[src/sv/semfw_pkg.sv]
// Shared widths, opcodes and status codes of the counting semaphore.
package semfw_pkg;

  localparam int COUNT_W         = 16;
  localparam int ID_W            = 8;
  localparam int OP_W            = 3;
  localparam int ST_W            = 3;
  localparam int QUEUE_DEPTH_DEF = 16;
  localparam int ID_BITS_DEF     = 8;

  localparam logic [COUNT_W-1:0] COUNT_MAX = {COUNT_W{1'b1}};

  typedef enum logic [OP_W-1:0] {
    OP_WAIT     = 3'd0,
    OP_TRYWAIT  = 3'd1,
    OP_POST     = 3'd2,
    OP_GETVALUE = 3'd3,
    OP_DESTROY  = 3'd4
  } op_e;

  typedef enum logic [ST_W-1:0] {
    ST_OK          = 3'd0,
    ST_QUEUED      = 3'd1,
    ST_WOULD_BLOCK = 3'd2,
    ST_BUSY        = 3'd3,
    ST_DESTROYED   = 3'd4,
    ST_QUEUE_FULL  = 3'd5,
    ST_SATURATED   = 3'd6
  } status_e;

endpackage

[src/sv/semfw_mem.sv]
// Waiter id memory: one write port, one read port with registered data.
module semfw_mem #(
  parameter int DEPTH  = 16,
  parameter int DATA_W = 8,
  localparam int ADDR_W = (DEPTH > 1) ? $clog2(DEPTH) : 1
) (
  input  logic              clk_i,
  input  logic              wr_en_i,
  input  logic [ADDR_W-1:0] wr_addr_i,
  input  logic [DATA_W-1:0] wr_data_i,
  input  logic              rd_en_i,
  input  logic [ADDR_W-1:0] rd_addr_i,
  output logic [DATA_W-1:0] rd_data_o
);

  logic [DATA_W-1:0] mem_q [DEPTH];
  logic [DATA_W-1:0] rd_data_q;

  // Store a queued id
  always_ff @(posedge clk_i) begin
    if (wr_en_i) begin
      mem_q[wr_addr_i] <= wr_data_i;
    end
  end

  // Read the head entry; hold the data until the next read
  always_ff @(posedge clk_i) begin
    if (rd_en_i) begin
      rd_data_q <= mem_q[rd_addr_i];
    end
  end

  assign rd_data_o = rd_data_q;

endmodule

[src/sv/counting_semaphore_fifo_wait.sv]
// Top level of the counting semaphore with a queue of waiting ids.
//
// Requests (opcode_i, caller_id_i) enter on a valid/ready channel and each
// produces exactly one result (status_o, count_value_o, woken_valid_o,
// woken_id_o) on a valid/ready output channel.
// A request accepted at one edge shows its result right after that edge.
// Throughput is one request per cycle while the receiver takes results;
// the count, pointers and occupancy sit in flops, and the waiter ids sit
// in a memory whose head entry is read at the accept edge of a post, so
// the woken id is available together with the rest of the result.
// A wait stores its id at the tail at its accept edge; a later post reads
// at a later edge, so no forwarding is needed.
// When the receiver stalls, the result is held and in_ready_o drops until
// the result is taken; a new request is taken in the same cycle the old
// result leaves.
// Reset clears count, pointers, occupancy, the destroyed mark and the
// output valid. The id memory is not cleared: only written entries are read.
// A cfg_we_i write loads the count, empties the queue, clears the destroyed
// mark. Users issue it only while no result is pending; nothing enforces it.
module counting_semaphore_fifo_wait
  import semfw_pkg::*;
#(
  parameter int QUEUE_DEPTH = QUEUE_DEPTH_DEF,
  parameter int ID_BITS     = ID_BITS_DEF
) (
  input  logic               clk_i,
  input  logic               rst_ni,
  input  logic               cfg_we_i,
  input  logic [COUNT_W-1:0] cfg_wdata_i,
  input  logic               in_valid_i,
  output logic               in_ready_o,
  input  logic [OP_W-1:0]    opcode_i,
  input  logic [ID_W-1:0]    caller_id_i,
  output logic               out_valid_o,
  input  logic               out_ready_i,
  output logic [ST_W-1:0]    status_o,
  output logic [COUNT_W-1:0] count_value_o,
  output logic               woken_valid_o,
  output logic [ID_W-1:0]    woken_id_o
);

  localparam int PTR_W = (QUEUE_DEPTH > 1) ? $clog2(QUEUE_DEPTH) : 1;
  localparam int OCC_W = $clog2(QUEUE_DEPTH + 1);
  localparam int MEM_W = (ID_BITS < ID_W) ? ID_BITS : ID_W;
  localparam logic [PTR_W-1:0] LAST_SLOT = PTR_W'(QUEUE_DEPTH - 1);
  localparam logic [OCC_W-1:0] OCC_FULL  = OCC_W'(QUEUE_DEPTH);

  logic [COUNT_W-1:0] count_q, count_d;
  logic [PTR_W-1:0]   head_q, head_d;
  logic [PTR_W-1:0]   tail_q, tail_d;
  logic [OCC_W-1:0]   occ_q, occ_d;
  logic               destroyed_q, destroyed_d;

  logic               out_valid_q;
  status_e            status_q, status_d;
  logic [COUNT_W-1:0] count_out_q;
  logic               woken_q, woken_d;

  logic               accept;
  logic               push, pop;
  logic [MEM_W-1:0]   rd_data;

  assign in_ready_o = !out_valid_q || out_ready_i;
  assign accept     = in_valid_i && in_ready_o;

  // Decide the outcome of the request against the current state
  always_comb begin
    count_d     = count_q;
    head_d      = head_q;
    tail_d      = tail_q;
    occ_d       = occ_q;
    destroyed_d = destroyed_q;
    status_d    = ST_OK;
    woken_d     = 1'b0;
    push        = 1'b0;
    pop         = 1'b0;
    if (destroyed_q) begin
      status_d = ST_DESTROYED;
    end else begin
      unique case (opcode_i)
        OP_WAIT: begin
          if (count_q != '0) begin
            count_d = count_q - 1'b1;
          end else if (occ_q == OCC_FULL) begin
            status_d = ST_QUEUE_FULL;
          end else begin
            push     = 1'b1;
            status_d = ST_QUEUED;
          end
        end
        OP_TRYWAIT: begin
          if (count_q != '0) begin
            count_d = count_q - 1'b1;
          end else begin
            status_d = ST_WOULD_BLOCK;
          end
        end
        OP_POST: begin
          if (occ_q != '0) begin
            pop     = 1'b1;
            woken_d = 1'b1;
          end else if (count_q == COUNT_MAX) begin
            status_d = ST_SATURATED;
          end else begin
            count_d = count_q + 1'b1;
          end
        end
        OP_DESTROY: begin
          if (occ_q != '0) begin
            status_d = ST_BUSY;
          end else begin
            destroyed_d = 1'b1;
          end
        end
        default: begin
          status_d = ST_OK;
        end
      endcase
    end
    // Advance the queue ends, wrapping at the last slot, and track occupancy
    if (push) begin
      tail_d = (tail_q == LAST_SLOT) ? '0 : tail_q + 1'b1;
    end
    if (pop) begin
      head_d = (head_q == LAST_SLOT) ? '0 : head_q + 1'b1;
    end
    unique case ({push, pop})
      2'b10:   occ_d = occ_q + 1'b1;
      2'b01:   occ_d = occ_q - 1'b1;
      default: occ_d = occ_q;
    endcase
  end

  // Update the semaphore state; a configuration write reloads it
  always_ff @(posedge clk_i or negedge rst_ni) begin
    if (!rst_ni) begin
      count_q     <= '0;
      head_q      <= '0;
      tail_q      <= '0;
      occ_q       <= '0;
      destroyed_q <= 1'b0;
    end else if (cfg_we_i) begin
      count_q     <= cfg_wdata_i;
      head_q      <= '0;
      tail_q      <= '0;
      occ_q       <= '0;
      destroyed_q <= 1'b0;
    end else if (accept) begin
      count_q     <= count_d;
      head_q      <= head_d;
      tail_q      <= tail_d;
      occ_q       <= occ_d;
      destroyed_q <= destroyed_d;
    end
  end

  // Hold the result until the receiver takes it
  always_ff @(posedge clk_i or negedge rst_ni) begin
    if (!rst_ni) begin
      out_valid_q <= 1'b0;
    end else if (accept) begin
      out_valid_q <= 1'b1;
    end else if (out_ready_i) begin
      out_valid_q <= 1'b0;
    end
  end

  always_ff @(posedge clk_i) begin
    if (accept) begin
      status_q    <= status_d;
      count_out_q <= count_d;
      woken_q     <= woken_d;
    end
  end

  // Waiter ids: push at the tail, read the head on a releasing post
  semfw_mem #(
    .DEPTH  (QUEUE_DEPTH),
    .DATA_W (MEM_W)
  ) u_mem (
    .clk_i     (clk_i),
    .wr_en_i   (accept && push),
    .wr_addr_i (tail_q),
    .wr_data_i (caller_id_i[MEM_W-1:0]),
    .rd_en_i   (accept && pop),
    .rd_addr_i (head_q),
    .rd_data_o (rd_data)
  );

  assign out_valid_o   = out_valid_q;
  assign status_o      = status_q;
  assign count_value_o = count_out_q;
  assign woken_valid_o = woken_q;
  assign woken_id_o    = woken_q ? ID_W'(rd_data) : '0;

endmodule

[config.mk]
export PLATFORM = sky130hd
export DESIGN_NAME = counting_semaphore_fifo_wait
export DESIGN_NICKNAME = d
export VERILOG_FILES = /design/src/sv/semfw_pkg.sv /design/src/sv/semfw_mem.sv /design/src/sv/counting_semaphore_fifo_wait.sv
export SDC_FILE = /design/constraint.sdc
export NUM_CORES = 1
export LEC_CHECK = 0
export BUFFER_PORTS_ARGS = -buffer_cell sky130_fd_sc_hd__buf_2
export CAP_MARGIN = 30
export CORE_ASPECT_RATIO = 0.6
export CORE_MARGIN = 2
export CORE_UTILIZATION = 25
export DETAILED_ROUTE_END_ITERATION = 8
export GPL_ROUTABILITY_DRIVEN = 0
export PLACE_DENSITY = 0.46
export SLEW_MARGIN = 40
export SYNTH_ARGS = -nofsm -noshare
export SYNTH_HDL_FRONTEND = slang
export SYNTH_SLANG_ARGS = --single-unit
export TNS_END_PERCENT = 10
[constraint.sdc]
create_clock -name clk_i -period 3.9 [get_ports clk_i]
set_input_delay 0 -clock clk_i [delete_from_list [all_inputs] [get_ports clk_i]]
set_output_delay 0 -clock clk_i [all_outputs]
set_load 0.02 [all_outputs]
==> results.yml, run 1 <==
status:
  status: "completed"
drt:
  drt-pass1-iter-count: 5
  wl_met1_um: 13400
  post-route-drc-count: 0
  via_count: 6159
  dr.max_layer_used: "met4"
  wl_um: 25200
  routedWlPerCell_um: 19.9
  via_per_inst: 4.87
  drt_iter0_markers: 611
  final_antenna_net_count: 0
  met3_length_um: 2070
  dr_wl_met2_um: 9460
cts:
  cts_resized: 0
  clockBufferDepth: 2
  insertion_delay_ns: 0.44
  cts_tree: "yes"
  ctsHtreeMaxLevel: 4
  clkTransAtPathRegs_ns: 0.08
  clockRootBuffer: "clkbuf_16"
  hold_buffers: 26
  cts_sinks: 187
  cts_setup_buffers: 0
  cts-buffers-inserted: 17
sta:
  report.final.setup_viol: 0
  fmax_mhz: 306
  hold_viol_final: 0
  final.min_clock_period_ns: 3.27
  slew_violations: 0
  fin_worst_skew_ns: 0.0122
  worst_pin_slew_ns: 0.843
  rsz0062_at_grt: "no"
  fin_crit_sh: 0.837
  slew_headroom: 0.433
  final.setup.tns_ns: 0
finish:
  nets: 825
  final_common_cell: "edfxtp_1"
  finalInstanceArea_mm2: 0.0107
  final_cell_mix: "edfxtp_1 (156), buf_2 (61), nand2_1 (58)"
  seq_area_mm2: 0.00546
  drive_gt1_frac: 0.201
  multiInputGateArea_mm2: 0.00314
  fillers: 3593
  post-route-util: 0.304
  antenna_cells: 0
  synthToLayoutAreaGrowth_pct: 19.9
  instances_no_fill: 1264
setup_path:
  arrival_ns: 3.33
  cp_max_fo: 11
  required_ns: 3.97
  cp-start-kind: "flop"
  path_class: "reg2reg"
  end_kind: "flop"
yosys:
  syn_inst: 704
  synth_edf_count: 156
  synth_cell_types: 72
  synth_area_per_cell_um2: 12.6
  synth-seq-cells: 187
  yosys_warnings: 0
  yosysSeqAreaShare: 0.615
  async_flop_share: 0.166
  synth_nets: 745
  ys.flop_type: "edfxtp_1"
  mappedNetlistArea_mm2: 0.00888
die:
  coreArea_mm2: 0.0350
  die_w_um: 247
  die_y_um: 150
  die-area_mm2: 0.0371
  io_pins: 62
  initial_core_util: 0.254
  rows: 53
global_routing:
  grt_overflow: 0
  grt_max_degree: 54
  grt_pass1_wl_um: 38000
  grt_pass1_vias: 5797
  grt_usage: 0.140
  antenna_found_initial: 0
power:
  leakage_nw: 3.62
  powerDensity_mw_per_mm2: 417
  ir_drop_uv: 243
place:
  hpwlAfterDp_um: 17500
  io_buffers: 61
  dpl_cell_area_mm2: 0.00975
  place_inst: 1205
run:
  cap_violations: 0
hold_path:
  hold_path.class: "in2reg"
[layer usage]
metal	vias to the layer above	GRT usage
met4	0	0.0338
met5	-	0
met2	214	0.171
met1	3047	0.230
li1	2885	-
met3	13	0.0411
[metrics by stage]
stage / total power, mW / worst slack [ns] / hold slack, ns
after floorplan: 2.48 / 0.907 / -0.296
after global placement: 2.62 / 0.876 / 0.146
after detailed placement: 2.62 / 0.654 / -0.0112
after CTS: 4.49 / 0.638 / 0.0121
after global routing: 4.62 / 0.473 / 0.0290
final: 4.44 / 0.634 / 0.0370
[state kept, by name, summed over array words and instances (netlist names), 3 cells and up]
register         flops
u_mem.mem_q        128
count_q             16
count_value_o       16
u_mem.rd_data_o      8
occ_q                5
head_q               4
tail_q               4
status_o             3
[logic make-up (layout without fill, tap and decap cells)]
kind of cell             after synthesis  in the layout  share of synthesized area
AO/OA/AOI/OAI                        157            157                      0.118
XOR/XNOR                              11             11                     0.0108
adder cells (fa/ha/maj)                9              9                     0.0127
buffers and inverters                 70            163                     0.0321
flip-flops                           187            187                      0.615
multiplexers                          54             54                     0.0845
AND/OR/NAND/NOR                      216            216                      0.127
[critical path, stage by stage (launching register included)]
cell     delay, ns
dfrtp_1       0.50
inv_1         0.10
ha_1          0.21
nor3b_1       0.54
and4_1        0.44
and4_1        0.32
nand2_1       0.17
nor2_1        0.63
[cell usage after synthesis, drive strengths merged (5+ instances only)]
cell type	instances	area share
edfxtp	156	0.53
nand2	58	0.025
nor2	53	0.024
o21ai	42	0.024
clkbuf	34	0.014
dfrtp	31	0.087
mux2i	30	0.034
a21oi	29	0.016
nor3	21	0.012
inv	20	0.0085
buf	16	0.0093
mux4	16	0.041
nor4	15	0.014
a22oi	13	0.011
nand4	12	0.0085
a221oi	11	0.011
and2	10	0.0073
a31oi	9	0.0063
ha	9	0.013
nand3	9	0.0051
mux2	8	0.010
xnor2	7	0.0069
a21o	6	0.0051
o211ai	6	0.0056
or3	6	0.0042
or4	6	0.0051
nand2b	5	0.0035
[cell type report]
cell class              instances  area share
clock buffers                  17      0.0399
repair buffers                111      0.0712
clock inverters                15      0.0193
inverters                      20     0.00705
multi-input cells             447       0.295
well taps                     467      0.0549
flip-flops and latches        187       0.513
[worst paths after layout]
check,start,end,slack (ns),depth (start not counted)
max,count_q[0],u_mem.mem_q[6][0],0.63,7
min in group asynchronous,rst_ni,count_q[4],0.05,2
min reg2reg,occ_q[3],occ_q[3],0.62,2
min,caller_id_i[1],u_mem.mem_q[12][1],0.04,1
max reg2reg,count_q[0],u_mem.mem_q[6][0],0.63,7
max in group asynchronous,rst_ni,head_q[0],3.48,2
[power by group]
part / internal, mW / total, mW / switching (mW) / leakage, nW
clock network: 0.987 / 1.84 / 0.856 / 0.298
registers: 2.20 / 2.27 / 0.0662 / 1.81
logic: 0.115 / 0.323 / 0.208 / 1.51
Note: power is estimated with default switching activity, not from simulation.
==> inputs of run 2 (changes only) <==
Settings changed: ABC_AREA set to 1, PLACE_DENSITY 0.46 to 0.47.
Clock period 3.9 ns to 2.89 ns, I/O delays scaled along.
==> results.yml, run 2 <==
cts:
  insertion_delay_ns: 0.44
  cts_tree: "yes"
  cts_setup_buffers: 0
  cts-buffers-inserted: 17
  cts_resized: 0
  clkTransAtPathRegs_ns: 0.07
  cts_sinks: 187
  ctsHtreeMaxLevel: 4
  clockBufferDepth: 2
  clockRootBuffer: "clkbuf_16"
  hold_buffers: 22
place:
  io_buffers: 61
  hpwlAfterDp_um: 20300
  dpl_cell_area_mm2: 0.0103
  dp_slack_ns: 0.385
yosys:
  async_flop_share: 0.166
  yosysSeqAreaShare: 0.589
  synth-seq-cells: 187
  synth_area_leaders: "edfxtp_1 (51%), nand2_1 (11%), dfrtp_1 (8.4%), nand3_1 (3.9%), o21ai_0 (3.9%)"
  yosys_warnings: 0
  synth_top_area_share: 0.505
  syn_inst: 967
  ys.flop_type: "edfxtp_1"
  synth_edf_count: 156
  synth_nets: 1008
  yosysMostFrequentCell: "nand2_1"
  synth_cell_types: 38
  synth_area_per_cell_um2: 9.59
  synth_top_area_cell: "edfxtp_1"
  synth_common_cells: "nand2_1 (261), edfxtp_1 (156), nor2_1 (86), nand3_1 (72), o21ai_0 (72)"
  mappedNetlistArea_mm2: 0.00927
setup_path:
  path_cells: "inv_1 > ha_1 > nand2_2 > nor2_1 > nand3_1 > nor2_2 > nand4_4 > inv_2 > nand2_1 > nor2_1 > buf_4"
  cp_max_fo: 8
  worst_path_max_delay_cell: "dfrtp_1"
  cpMostUsedCell: "nor2_1"
  crit_path_start: "count_q[1]"
  end_kind: "flop"
  cp_top_family: "simple AND/OR/NAND/NOR gates"
  r2r_start: "count_q[1]"
  r2r_cells: 11
  r2r_setup_slack_ns: 0.34
  arrival_ns: 2.70
  cp-start-kind: "flop"
  required_ns: 3.03
  rr_endpoint: "u_mem.mem_q[6][7]"
  max_stage_delay_ns: 0.45
  path_class: "reg2reg"
  worst-path-buf-inv: 3
drt:
  routedWlPerCell_um: 18.3
  via_count: 7378
  wl_um: 28500
  final_antenna_net_count: 0
  via_per_inst: 4.74
  drt_iter0_markers: 747
  post-route-drc-count: 0
  drt-pass1-iter-count: 5
sta:
  setup_slack_ns: 0.338
  rsz0062_at_grt: "no"
  slew_headroom: 0.448
  fmax_mhz: 392
  worst_pin_slew_ns: 0.826
  final.min_clock_period_ns: 2.55
  slew_violations: 0
  fin_worst_skew_ns: 0.0136
  report.final.setup_viol: 0
  fin_crit_sh: 0.883
  final.setup.tns_ns: 0
  hold_viol_final: 0
finish:
  final_cell_mix: "nand2_1 (261), edfxtp_1 (156), nor2_1 (86)"
  final_common_cell: "nand2_1"
  antenna_cells: 0
  regMostFlops: "u_mem.mem_q"
  largest_reg_flops: 128
  finalInstanceArea_mm2: 0.0111
  synthToLayoutAreaGrowth_pct: 19.5
  nets: 1107
  drive_gt1_frac: 0.172
global_routing:
  grt_max_degree: 67
  grt_overflow: 0
  antenna_found_initial: 0
  grt_pass1_wl_um: 43200
  grt_pass1_vias: 6941
  grt_usage: 0.149
die:
  die_w_um: 253
  initial_core_util: 0.255
  die-area_mm2: 0.0387
  coreArea_mm2: 0.0364
  die_y_um: 153
  io_pins: 62
  rows: 54
hold_path:
  hold_depth: 1
  hold_path_startpoint: "caller_id_i[3]"
  whs_endpoint: "u_mem.mem_q[3][3]"
  hold_path.class: "in2reg"
power:
  p_total_mw: 6.10
  powerDensity_mw_per_mm2: 550
  leakage_nw: 4.56
  ir_drop_uv: 368
run:
  cap_violations: 0
status:
  status: "completed"
==> run 2: cell count changes after synthesis, moves of 16 or more <==
cell / previous run / this run
nor2_1: 51 / 86
nand3_1: 9 / 72
nand2_1: 58 / 261
mux4_2: 16 / 0
inv_1: 20 / 68
mux2i_1: 30 / 0
o21ai_0: 38 / 72
==> run 2: per-stage QoR <==
| stage | hold slack [ns] | instances | utilization |
|---|---|---|---|
| floorplan | -0.296 | 967 | - |
| global placement | 0.173 | 1501 | 0.282 |
| detailed placement | 0.00491 | 1501 | 0.282 |
| CTS | 0.000393 | 1555 | 0.304 |
| global route | 0.00711 | 1555 | 0.304 |
| finish | 0.00391 | 1555 | 0.304 |
==> run 2: logic make-up (layout without fill, tap and decap cells) <==
| family | count (synthesis) | after routing | synth area share |
|---|---|---|---|
| fa+ha+maj | 9 | 9 | 0.0121 |
| simple gates | 487 | 487 | 0.241 |
| flops | 187 | 187 | 0.589 |
| buf+inv | 127 | 239 | 0.0577 |
| compound gates | 148 | 148 | 0.0921 |
| xor+xnor | 9 | 9 | 0.00850 |
==> run 2: metal layers <==
| metal | GRT usage | wire [um] |
|---|---|---|
| met1 | 0.250 | 15500 |
| met3 | 0.0255 | 1760 |
| met5 | 0 | 0 |
| met2 | 0.193 | 11000 |
| met4 | 0.0316 | 248 |
==> run 2: layout make-up <==
cell class,instances,area (um^2)
fillers,3790,25300
flip-flops and latches,187,5460
multi-input cells,653,3280
repair buffers,125,856
well taps,476,596
clock buffers,17,425
inverters,82,308
clock inverters,15,159
==> run 2: worst max-delay path by stage <==
stage	endpoint	depth (start not counted)	slack [ns]
after floorplan	u_mem.mem_q[0][0]	7	0.25
after global placement	u_mem.mem_q[6][3]	11	0.49
after detailed placement	u_mem.mem_q[10][5]	11	0.39
after CTS	u_mem.mem_q[10][0]	11	0.36
after global routing	u_mem.mem_q[6][6]	11	0.12
final	u_mem.mem_q[6][7]	11	0.34
==> run 2: where the power goes <==
| part | total [mW] | internal, mW | leakage [nW] | switching [mW] |
|---|---|---|---|---|
| sequential | 3.05 | 2.99 | 1.82 | 0.0626 |
| clock | 2.34 | 1.22 | 0.287 | 1.12 |
| combinational | 0.706 | 0.214 | 2.46 | 0.492 |
| total | 6.10 | 4.43 | 4.56 | 1.67 |
